### src/rtl/core/rpac_pkg.sv
// Package for the point rotation core: payload structs, datapath widths,
// CORDIC arctangent table and register map. No dependencies.
`timescale 1ns / 1ps

package rpac_pkg;

  // Coordinate format, fixed by the payload fields (signed Q12.4)
  localparam int COORD_BITS      = 16;
  localparam int GUARD_BITS      = 36 - COORD_BITS;
  localparam int DIFF_W          = COORD_BITS + 1;
  localparam int ACC_W           = DIFF_W + GUARD_BITS + 3;
  localparam int Z_W             = 34;
  localparam int ANGLE_W         = 16;
  localparam int PHI_W           = ANGLE_W + 1;
  localparam int ANGLE_TABLE_LEN = 24;
  localparam int ROTATION_STAGES = 16;

  // Gain compensation: 0.60725293500888 in Q24, then shift out Q24 and guard bits
  localparam int GAIN_W      = 24;
  localparam int GAIN_Q24    = 10188014;
  localparam int ROUND_SHIFT = 24 + GUARD_BITS;
  localparam int LO_W        = GUARD_BITS;
  localparam int HI_W        = ACC_W - LO_W;
  localparam int PHI_W_PROD  = HI_W + GAIN_W + 1;
  localparam int PLO_W       = LO_W + GAIN_W;
  localparam int SUM_W       = PHI_W_PROD + LO_W + 1;
  localparam int RES_W       = SUM_W - ROUND_SHIFT;
  localparam int SAT_W       = RES_W + 1;

  localparam logic signed [PHI_W-1:0] QUARTER_TURN = PHI_W'(16384);

  // atan(2^-i) in units of 2^32 per turn
  localparam logic [31:0] ATAN_TURN32 [ANGLE_TABLE_LEN] = '{
    32'h20000000, 32'h12E4051E, 32'h09FB385B, 32'h051111D4,
    32'h028B0D43, 32'h0145D7E1, 32'h00A2F61E, 32'h00517C55,
    32'h0028BE53, 32'h00145F2F, 32'h000A2F98, 32'h000517CC,
    32'h00028BE6, 32'h000145F3, 32'h0000A2FA, 32'h0000517D,
    32'h000028BE, 32'h0000145F, 32'h00000A30, 32'h00000518,
    32'h0000028C, 32'h00000146, 32'h000000A3, 32'h00000051
  };

  // Configuration register map, word index
  localparam int CFG_ADDR_W = 4;
  typedef enum logic [1:0] {
    REG_CENTER_X = 2'd0,
    REG_CENTER_Y = 2'd1,
    REG_ANGLE    = 2'd2
  } rpac_reg_t;

  typedef struct packed {
    logic signed [COORD_BITS-1:0] point_x;
    logic signed [COORD_BITS-1:0] point_y;
  } rpac_point_t;

  typedef struct packed {
    logic signed [COORD_BITS-1:0] rotated_x;
    logic signed [COORD_BITS-1:0] rotated_y;
  } rpac_result_t;

  // Data handed from cell to cell along the rotation chain
  typedef struct packed {
    logic                    vld;
    logic signed [ACC_W-1:0] x;
    logic signed [ACC_W-1:0] y;
    logic signed [Z_W-1:0]   z;
  } rpac_lane_t;

endpackage

### src/rtl/core/rpac_prerot.sv
// Entry stage of the rotation chain: center offset, guard-bit scaling and
// quarter-turn pre-rotation. Depends on rpac_pkg.
`timescale 1ns / 1ps

module rpac_prerot (
  input  logic                                   clk,
  input  logic                                   rst_n,
  input  logic                                   take,
  input  rpac_pkg::rpac_point_t                  point,
  input  logic signed [rpac_pkg::COORD_BITS-1:0] center_x,
  input  logic signed [rpac_pkg::COORD_BITS-1:0] center_y,
  input  logic [rpac_pkg::ANGLE_W-1:0]           angle,
  output rpac_pkg::rpac_lane_t                   lane_o
);

  logic signed [rpac_pkg::DIFF_W-1:0] dx, dy;
  logic signed [rpac_pkg::ACC_W-1:0]  xs, ys;
  logic signed [rpac_pkg::PHI_W-1:0]  phi, phi_adj;
  logic [rpac_pkg::ANGLE_W-1:0]       neg_angle;
  rpac_pkg::rpac_lane_t               lane_nxt, lane_r;

  always_comb begin
    dx = $signed({point.point_x[rpac_pkg::COORD_BITS-1], point.point_x})
       - $signed({center_x[rpac_pkg::COORD_BITS-1], center_x});
    dy = $signed({point.point_y[rpac_pkg::COORD_BITS-1], point.point_y})
       - $signed({center_y[rpac_pkg::COORD_BITS-1], center_y});
    xs = rpac_pkg::ACC_W'($signed({dx, {rpac_pkg::GUARD_BITS{1'b0}}}));
    ys = rpac_pkg::ACC_W'($signed({dy, {rpac_pkg::GUARD_BITS{1'b0}}}));

    // Rotate by minus the angle, as a signed half-turn value
    neg_angle = rpac_pkg::ANGLE_W'(-angle);
    phi       = rpac_pkg::PHI_W'($signed(neg_angle));

    lane_nxt.vld = take;
    lane_nxt.x   = xs;
    lane_nxt.y   = ys;
    phi_adj      = phi;
    if (phi > rpac_pkg::QUARTER_TURN) begin
      lane_nxt.x = -ys;
      lane_nxt.y = xs;
      phi_adj    = phi - rpac_pkg::QUARTER_TURN;
    end else if (phi < -rpac_pkg::QUARTER_TURN) begin
      lane_nxt.x = ys;
      lane_nxt.y = -xs;
      phi_adj    = phi + rpac_pkg::QUARTER_TURN;
    end
    lane_nxt.z = rpac_pkg::Z_W'($signed({phi_adj, 16'h0000}));
  end

  always_ff @(posedge clk) begin
    if (!rst_n) begin
      lane_r.vld <= 1'b0;
    end else begin
      lane_r <= lane_nxt;
    end
  end

  assign lane_o = lane_r;

endmodule

### config.mk
export PLATFORM = sky130hd
export DESIGN_NAME = rpac_prerot
export DESIGN_NICKNAME = d
export VERILOG_FILES = /design/src/rtl/core/rpac_pkg.sv /design/src/rtl/core/rpac_prerot.sv
export SDC_FILE = /design/constraint.sdc
export NUM_CORES = 1
export LEC_CHECK = 0
export BUFFER_PORTS_ARGS = -buffer_cell sky130_fd_sc_hd__clkbuf_2
export CORE_MARGIN = 2
export CORE_UTILIZATION = 56
export CTS_CLUSTER_DIAMETER = 60
export DETAILED_ROUTE_END_ITERATION = 7
export GPL_TIMING_DRIVEN = 0
export PLACE_DENSITY_LB_ADDON = 0.15
export REMOVE_ABC_BUFFERS = 1
export SLEW_MARGIN = 20
export SYNTH_ARGS = -nofsm -noshare
export SYNTH_HDL_FRONTEND = slang
export SYNTH_SLANG_ARGS = --single-unit
### constraint.sdc
create_clock -name clk -period 6.7 [get_ports clk]
set_input_delay 1.005 -clock clk [delete_from_list [all_inputs] [get_ports clk]]
set_output_delay 1.005 -clock clk [all_outputs]
set_load 0.01 [all_outputs]
==> flow_metrics.env, run 1 <==
export IMPL_placeableCoreArea_sq_mm=0.00968
export IMPL_hold_buffers=0
export IMPL_grt_util_all_layers_pct=24.1
export IMPL_die_x_um=104
export IMPL_grt_pass1_vias=4656
export IMPL_drv_slew=0
export IMPL_ys_ff_latch=57
export IMPL_clockRootBuffer="clkbuf_8"
export IMPL_first_pass_iters=5
export IMPL_remaining_drc_errors=0
export IMPL_postCtsSetupRepairBufs=0
export IMPL_syn2layout_area_growth_pct=13.3
export IMPL_yosysWarnings=0
export IMPL_synth_area_sq_mm=0.00555
export IMPL_gp_congestion=0.935
export IMPL_postRouteWirelength_um=13100
export IMPL_status="completed"
export IMPL_cts_made_buffers=9
export IMPL_rsz0062_at_grt="false"
export IMPL_avgViaCountPerCell=5.58
export IMPL_synth_fa_ha_area_share_pct=8.62
export IMPL_io_pins=198
export IMPL_synthSimpleGateAreaFrac_pct=20.6
export IMPL_grt_max_degree=58
export IMPL_finalHoldViolCount=0
export IMPL_maxCapViolations=0
export IMPL_layout_commonest_cell="clkbuf_2"
export IMPL_ant_nets=0
export IMPL_clk_pin_slew_worst_paths_ns=0.06
export IMPL_ys_flop_type="edfxtp_1"
export IMPL_synth_xor_area_share_pct=7.42
export IMPL_cts_sinks=57
export IMPL_synth_edff_count=56
export IMPL_yosysSeqAreaShare_pct=30.7
export IMPL_peakVddDrop_uv=120
export IMPL_finish_utilization_pct=64.9
export IMPL_arrival_ns=4.59
export IMPL_overflow=0
export IMPL_endpoint_kind="flop"
export IMPL_synth_area_mux_share_pct=1.08
export IMPL_max_slew_worst_pin_slew_ns=0.969
export IMPL_finalNetCount=899
export IMPL_drt_iter0_drc=487
export IMPL_total_power_w=0.00125
export IMPL_setup_tns_ns=0
export IMPL_tritoncts="yes"
export IMPL_layout_drive_gt1_share_pct=21.2
export IMPL_antenna_found_initial=0
export IMPL_worstPathRequired_ns=6.77
export IMPL_synth_top_family_by_area="simple AND/OR/NAND/NOR gates"
export IMPL_n_antenna_cell=0
export IMPL_die_h_um=104
export IMPL_clockBufferDepth=2
export IMPL_slew_headroom_pct=35.2
export IMPL_startpoint_type="input pin"
export IMPL_grt_pass1_wl_um=21500
export IMPL_leakage_nw=2.84
export IMPL_period_share_pct=67.5
export IMPL_routedWlPerCell_um=14.3
export IMPL_rows=36
export IMPL_crit_fanout=6
export IMPL_vias=5117
export IMPL_finalSetupViolCount=0
export IMPL_postSynthCellCount=650
export IMPL_synth_compound_area_share_pct=18.9
export IMPL_place_hpwl_um=10400
export IMPL_clock_fmax_mhz=221
export IMPL_cts_resized=0
export IMPL_largest_register_ffs=57
export IMPL_dp_slack_ns=1.94
export IMPL_holdWs_ns=0.877
export IMPL_port_buffers=141
export IMPL_start_util_pct=57.3
export IMPL_setup_worst_path_class="in -> reg"
export IMPL_hold_path_class="in -> reg"
export IMPL_cts_htree_levels=3
export IMPL_fp_dieArea_sq_mm=0.0107
export IMPL_power_density_mw_per_mm2=199
export IMPL_yosysUniqueCellTypes=67
export IMPL_layout_min_cycle_time_ns=4.52
export IMPL_postLayoutSetupSlackWorst_ns=2.18
export IMPL_async_reset_ff_share_pct=0
export IMPL_syn_area_per_cell_sq_um=8.54
export IMPL_layout_common_cells="clkbuf_2, conb_1, edfxtp_1"
-- worst max-delay path, cell delays in order --
cell and delay [ns]:
clkbuf_2 0.07, inv_1 0.03, ha_1 0.23, fa_1 0.44, nand2b_1 0.22, a21oi_1 0.42
or4_1 0.18, o2111ai_1 0.28, nor3_1 0.50, nand4b_1 0.24, or4bb_1 0.60, o21ai_0 0.27
nand2_1 0.09
-- routing by layer --
layer  track usage (%)  wire length (um)  part of all wire (%)  vias to the layer above
met2              40.1              6220                    47                      284
met5                 0                 0                     0                        -
met4              8.20               265                   2.0                        0
met1              32.4              5610                    43                     2302
li1                  -                 -                     -                     2512
met3              3.46              1040                   7.9                       19
-- power by group --
group	internal [W]	switching (W)
clock network	0.000167	0.000125
logic	0.000190	0.000300
registers	0.000455	0.0000126
total	0.000812	0.000438
-- path summary, 6_finish.rpt --
path      from                      to  slack [ns]  depth (start not counted)
min       take  lane_o[114]$_SDFF_PN0_        0.88                          2
max   point[0]   lane_o[113]$_DFFE_PP_        2.18                         13
-- area by class of cell --
type	count	area, sq um
inverters	47	176
multi-input cells	523	3350
clock buffers	11	131
repair buffers	141	708
fillers	837	3400
flip-flops and latches	57	1700
clock inverters	5	46.3
well taps	133	166
-- cells in the mapped netlist (all sizes together) (8+ instances only) --
cell | instances | share of area [%]
and3 | 8 | 0.90
nand2b | 9 | 1.0
xnor2 | 25 | 3.9
a21oi | 41 | 3.7
and2 | 9 | 1.1
nor2 | 52 | 3.6
o211ai | 8 | 1.1
nor3 | 17 | 1.5
nor4 | 8 | 0.90
nand3 | 17 | 1.5
clkbuf | 15 | 1.0
edfxtp | 56 | 30
a31oi | 8 | 0.90
or4 | 8 | 1.2
a21o | 10 | 1.4
xor2 | 22 | 3.5
or3 | 12 | 1.4
ha | 35 | 7.9
nand2 | 47 | 3.2
o21ai | 30 | 2.7
inv | 47 | 3.2
buf | 63 | 8.4
a211oi | 13 | 1.8
-- cells by family (layout without fill, tap and decap cells) --
| family | after synthesis | after routing |
|---|---|---|
| other | 1 | 56 |
| AOI/OAI and AO/OA | 159 | 159 |
| buffers and inverters | 125 | 204 |
| and+or+nand+nor | 218 | 218 |
| muxes | 6 | 6 |
| adders and majority gates | 37 | 37 |
| DFF | 57 | 57 |
| xor gates and xnor gates | 47 | 47 |
-- metrics by stage --
stage / area [sq um] / instances
final: 6280 / 917
after global routing: 6280 / 917
after detailed placement: 6110 / 901
after CTS: 6280 / 917
after global placement: 6100 / 901
after floorplan: 5230 / 627
(Power assumes the default switching activity.)
==> run 2: changes to the inputs <==
--- a/config.mk
+++ b/config.mk
@@ -7,7 +7,7 @@
 export LEC_CHECK = 0
 export BUFFER_PORTS_ARGS = -buffer_cell sky130_fd_sc_hd__clkbuf_2
 export CORE_MARGIN = 2
-export CORE_UTILIZATION = 56
+export CORE_UTILIZATION = 47
 export CTS_CLUSTER_DIAMETER = 60
 export DETAILED_ROUTE_END_ITERATION = 7
 export GPL_TIMING_DRIVEN = 0
==> constraint.sdc (replaced) <==
create_clock -name clk -period 3.9 [get_ports clk]
set_input_delay 0.585 -clock clk [delete_from_list [all_inputs] [get_ports clk]]
set_output_delay 0.585 -clock clk [all_outputs]
set_load 0.01 [all_outputs]
==> run 2 against run 1 <==
Global-route usage fell by 3.7 points; sequential share of layout area fell by 0.78 points; utilization fell by 8.5 points; wire length rose by 1.4%; non-clock buffer count rose by 1; power rose by 97%; critical endpoint is now lane_o[110]$_DFFE_PP_.
==> flow_metrics.env, run 2 (same netlist as run 1, synthesis figures left out) <==
export IMPL_status="completed"
export IMPL_drt_iter0_drc=315
export IMPL_p_comb_share_pct=34.4
export IMPL_holdWs_ns=0.458
export IMPL_remaining_drc_errors=0
export IMPL_overflow=0
export IMPL_arrival_ns=3.78
export IMPL_min_path_cells=2
export IMPL_tritoncts="yes"
export IMPL_maxCapViolations=0
export IMPL_hold_buffers=0
export IMPL_cts_made_buffers=9
export IMPL_layout_min_cycle_time_ns=3.72
export IMPL_p_int_w=0.00167
export IMPL_clkPwrFrac_pct=33.0
export IMPL_clockRootBuffer="clkbuf_16"
export IMPL_clockBufferDepth=2
export IMPL_n_antenna_cell=0
export IMPL_layout_commonest_cell="clkbuf_2"
export IMPL_start_util_pct=48.4
export IMPL_dp_slack_ns=-0.432
export IMPL_max_slew_worst_pin_slew_ns=1.01
export IMPL_rsz0062_at_grt="false"
export IMPL_gr_usage_met3_pct=3.51
export IMPL_leakage_nw=2.91
export IMPL_critical_path_slowest_cell="fa_1"
export IMPL_layout_common_cells="clkbuf_2, conb_1, edfxtp_1"
export IMPL_dpl_cell_area_sq_mm=0.00612
export IMPL_clk_pin_slew_worst_paths_ns=0.05
export IMPL_largest_register_ffs=57
export IMPL_switchingPower_w=0.000800
export IMPL_postRouteWirelength_um=13300
export IMPL_finish_utilization_pct=56.4
export IMPL_port_buffers=141
export IMPL_cp_startpoint="point[0]"
export IMPL_crit_fanout=5
export IMPL_ant_nets=0
export IMPL_finalSetupViolCount=0
export IMPL_period_share_pct=95.3
export IMPL_worst_path_dominant_cell_family="simple AND/OR/NAND/NOR gates"
export IMPL_rows=39
export IMPL_setup_worst_path_class="in -> reg"
export IMPL_startpoint_type="input pin"
export IMPL_grt_util_all_layers_pct=20.4
export IMPL_design_area_sq_mm=0.00647
export IMPL_peakVddDrop_uv=275
export IMPL_seqPwrFrac_pct=32.6
export IMPL_worstPathRequired_ns=3.96
export IMPL_vias=5117
export IMPL_crit_buf_inv=2
export IMPL_fillerInstances=1062
export IMPL_finalHoldViolCount=0
export IMPL_syn2layout_area_growth_pct=16.6
export IMPL_power_density_mw_per_mm2=381
export IMPL_total_power_w=0.00247
export IMPL_first_pass_iters=5
export IMPL_place_hpwl_um=10300
export IMPL_fp_dieArea_sq_mm=0.0127
export IMPL_crit_chain="clkbuf_2 > inv_1 > ha_1 > fa_1 > ha_1 > nand2_1 > a211oi_1 > a311oi_1 > a211oi_2 > nand4b_1 > nor4_2 > or4bb_1 > nand2_1 > o211ai_1"
export IMPL_grt_max_degree=58
export IMPL_routedWlPerCell_um=14.3
export IMPL_io_pins=198
export IMPL_critPathMaxStageDelay_ns=0.57
export IMPL_use_met2_pct=32.3
export IMPL_cts_sinks=57
export IMPL_antenna_found_initial=0
export IMPL_avgViaCountPerCell=5.51
export IMPL_hold_path_class="in -> reg"
export IMPL_finalNetCount=900
export IMPL_layout_drive_gt1_share_pct=22.3
export IMPL_die_x_um=113
export IMPL_use_met1_pct=28.5
export IMPL_drv_slew=0
export IMPL_slew_headroom_pct=32.7
export IMPL_hp_start="take"
export IMPL_clock_fmax_mhz=269
export IMPL_p_sw_share_pct=32.4
export IMPL_placeableCoreArea_sq_mm=0.0115
export IMPL_gp_congestion=0.837
export IMPL_die_h_um=113
export IMPL_grt_pass1_vias=4514
export IMPL_grt_busiest_layer="met2"
export IMPL_grt_pass1_wl_um=21100
export IMPL_cts_htree_levels=3
export IMPL_postLayoutSetupSlackWorst_ns=0.182
export IMPL_endpoint_kind="flop"
export IMPL_cp_depth=14
run 2: changes by cell type in the layout (fill, tap and decap cells not counted), sizes merged:
cell | previous run | this run
clkinv | 4 | 2
buf | 0 | 1
bufinv | 1 | 2
clkbuf | 152 | 153
run 2: path summary, 6_finish.rpt:
| check | to | slack [ns] |
|---|---|---|
| worst max-delay path | lane_o[110]$_DFFE_PP_ | 0.18 |
| worst min-delay path | lane_o[114]$_SDFF_PN0_ | 0.46 |
run 2: what timing repair did:
item                                   in CTS  in global routing
gates resized for setup                     3                  5
endpoints found under the hold margin       0                  0
setup endpoints to repair                   3                 15
buffers inserted                            0                  1
pin swaps                                   0                  1
run 2: through the flow:
stage,setup TNS [ns],cells
after floorplan,0,627
after global placement,-3.69,911
after detailed placement,-4.32,911
after CTS,0,927
after global routing,0,928
final,0,928
run 2: final cells by class:
type | count | area (sq um) | area share [%]
Sequential cell | 57 | 1700 | 26.3
Multi-Input combinational cell | 523 | 3390 | 52.5
Timing Repair Buffer | 142 | 716 | 11.1
Inverter | 47 | 176 | 2.73
Tap cell | 143 | 179 | 2.76
Clock inverter | 4 | 67.6 | 1.04
Clock buffer | 12 | 236 | 3.65
run 2: power by group through the flow:
stage          sequential (W)  combinational (W)  clock, W
2_1_floorplan        0.000861           0.000515         0
3_3_place_gp         0.000814           0.000808         0
3_5_place_dp         0.000817           0.000827         0
4_1_cts              0.000805           0.000834  0.000829
5_1_grt              0.000812           0.000939  0.000854
6_report             0.000804           0.000849  0.000814
run 2: routing by layer:
metal	up-vias	part of all wire, %
met5	-	0
met3	10	8.7
li1	2523	-
met2	253	45
met4	0	1.2
met1	2331	45
==> run 3: changes to the inputs <==
--- a/config.mk
+++ b/config.mk
@@ -7,7 +7,7 @@
 export LEC_CHECK = 0
 export BUFFER_PORTS_ARGS = -buffer_cell sky130_fd_sc_hd__clkbuf_2
 export CORE_MARGIN = 2
-export CORE_UTILIZATION = 47
+export CORE_UTILIZATION = 52
 export CTS_CLUSTER_DIAMETER = 60
 export DETAILED_ROUTE_END_ITERATION = 7
 export GPL_TIMING_DRIVEN = 0
==> constraint.sdc (replaced) <==
create_clock -name clk -period 3.8 [get_ports clk]
set_input_delay 0.57 -clock clk [delete_from_list [all_inputs] [get_ports clk]]
set_output_delay 0.57 -clock clk [all_outputs]
set_load 0.01 [all_outputs]
==> run 3 against run 2 <==
Die area decreased by 9.3%; first-iteration DRC count decreased by 6.0%; power decreased by 9.9%; sequential cell count unchanged; utilization increased by 5.3 points; sequential power increased by 2.6%; global-route usage increased by 1.4 points; non-clock buffer count increased by 1; highest routed layer unchanged; critical path depth unchanged; final area decreased by 1.5%.
==> flow_metrics.env, run 3 (same netlist as run 1, synthesis figures left out) <==
export IMPL_status="completed"
export IMPL_peakVddDrop_uv=163
export IMPL_max_slew_worst_pin_slew_ns=0.996
export IMPL_crit_fanout=5
export IMPL_routedWlPerCell_um=13.7
export IMPL_switchingPower_w=0.000783
export IMPL_clockRootBuffer="clkbuf_8"
export IMPL_postRouteWirelength_um=12600
export IMPL_avgViaCountPerCell=5.46
export IMPL_grt_pass1_vias=4438
export IMPL_grt_max_degree=58
export IMPL_power_density_mw_per_mm2=348
export IMPL_n_antenna_cell=0
export IMPL_gp_congestion=0.865
export IMPL_placeableCoreArea_sq_mm=0.0103
export IMPL_startpoint_type="input pin"
export IMPL_dp_slack_ns=-0.573
export IMPL_grt_util_all_layers_pct=21.8
export IMPL_setup_tns_ns=0
export IMPL_drv_slew=0
export IMPL_die_h_um=107
export IMPL_io_pins=198
export IMPL_drt_iter0_drc=296
export IMPL_clkPwrFrac_pct=23.7
export IMPL_finalSetupViolCount=0
export IMPL_fillerInstances=885
export IMPL_grt_pass1_wl_um=20100
export IMPL_layout_common_cells="clkbuf_2, conb_1, edfxtp_1"
export IMPL_multiInputGateArea_sq_mm=0.00342
export IMPL_clock_fmax_mhz=276
export IMPL_p_int_w=0.00144
export IMPL_finalHoldViolCount=0
export IMPL_critical_path_slowest_cell="fa_2"
export IMPL_ant_nets=0
export IMPL_tritoncts="yes"
export IMPL_postLayoutSetupSlackWorst_ns=0.178
export IMPL_crit_chain="clkbuf_2 > inv_1 > ha_1 > fa_2 > ha_4 > nor2b_1 > and4_1 > a311oi_1 > a211oi_2 > nand4b_1 > nor4_2 > or4bb_1 > nand2_1 > o211ai_1"
export IMPL_crit_buf_inv=2
export IMPL_start_util_pct=53.7
export IMPL_arrival_ns=3.69
export IMPL_final_cells=922
export IMPL_p_sw_share_pct=35.2
export IMPL_largest_register_ffs=57
export IMPL_cts_htree_levels=3
export IMPL_layout_min_cycle_time_ns=3.62
export IMPL_worst_path_dominant_cell_family="simple AND/OR/NAND/NOR gates"
export IMPL_grt_busiest_layer="met2"
export IMPL_leakage_nw=2.86
export IMPL_worstPathRequired_ns=3.87
export IMPL_overflow=0
export IMPL_setup_worst_path_class="in -> reg"
export IMPL_rows=37
export IMPL_layout_drive_gt1_share_pct=23.3
export IMPL_cts_made_buffers=9
export IMPL_critPathMaxStageDelay_ns=0.60
export IMPL_period_share_pct=95.3
export IMPL_use_met1_pct=29.6
export IMPL_seqCellArea_sq_mm=0.00170
export IMPL_first_pass_iters=5
export IMPL_gr_usage_met3_pct=2.91
export IMPL_seqPwrFrac_pct=37.1
export IMPL_p_comb_share_pct=39.2
export IMPL_maxCapViolations=0
export IMPL_fp_dieArea_sq_mm=0.0115
export IMPL_antenna_found_initial=0
export IMPL_slew_headroom_pct=33.4
export IMPL_vias=5037
export IMPL_cts_sinks=57
export IMPL_dp_cells=904
export IMPL_finish_utilization_pct=61.8
export IMPL_place_hpwl_um=9980
export IMPL_hold_path_class="in -> reg"
export IMPL_clockBufferDepth=2
export IMPL_remaining_drc_errors=0
export IMPL_clk_pin_slew_worst_paths_ns=0.06
export IMPL_finalNetCount=901
export IMPL_endpoint_kind="flop"
export IMPL_port_buffers=141
export IMPL_use_met2_pct=35.8
export IMPL_layout_commonest_cell="clkbuf_2"
export IMPL_syn2layout_area_growth_pct=14.9
export IMPL_die_x_um=107
run 3: cell types whose count changed in the layout (fill, tap and decap cells not counted), sizes merged:
cell / previous run / this run
clkinv: 2 / 5
bufinv: 2 / 1
buf: 1 / 2
clkinvlp: 0 / 1
clkbuf: 153 / 150
run 3: timing repair:
| action | 4_1_cts | 5_1_grt |
|---|---|---|
| hold buffers | 0 | 0 |
| cloned | 0 | 0 |
| pin swaps | 0 | 3 |
| resized for setup | 4 | 10 |
| setup endpoints to repair | 5 | 7 |
| setup buffers | 0 | 2 |
run 3: per-stage QoR:
stage | hold slack (ns) | power [W] | cell area [sq um]
finish | 0.441 | 0.00222 | 6380
global route | 0.455 | 0.00236 | 6380
CTS | 0.423 | 0.00221 | 6310
detailed placement | 0.776 | 0.00168 | 6110
global placement | 0.769 | 0.00166 | 6110
floorplan | 0.669 | 0.00141 | 5230
run 3: layout make-up:
class	instances	area share [%]
clock buffers	9	1.94
clock inverters	7	0.962
inverters	47	2.77
multi-input cells	523	53.6
flip-flops and latches	57	26.7
well taps	136	2.67
repair buffers	143	11.3
run 3: per-layer routing:
| layer | wire, um | vias to the layer above | part of all wire (%) |
|---|---|---|---|
| met3 | 957 | 16 | 7.6 |
| li1 | - | 2521 | - |
| met4 | 213 | 0 | 1.7 |
| met5 | 0 | - | 0 |
| met1 | 5570 | 2272 | 44 |
| met2 | 5870 | 228 | 47 |
run 3: final timing paths:
| check | from | end | slack (ns) | depth (start not counted) |
|---|---|---|---|---|
| max | point[0] | lane_o[110]$_DFFE_PP_ | 0.18 | 14 |
| min | take | lane_o[114]$_SDFF_PN0_ | 0.44 | 2 |
run 3: power by group through the flow:
stage,Clock (W),Combinational (W),Sequential (W)
2_1_floorplan,0,0.000529,0.000884
3_3_place_gp,0,0.000823,0.000837
3_5_place_dp,0,0.000840,0.000840
4_1_cts,0.000539,0.000848,0.000827
5_1_grt,0.000563,0.000967,0.000831
6_report,0.000526,0.000871,0.000825
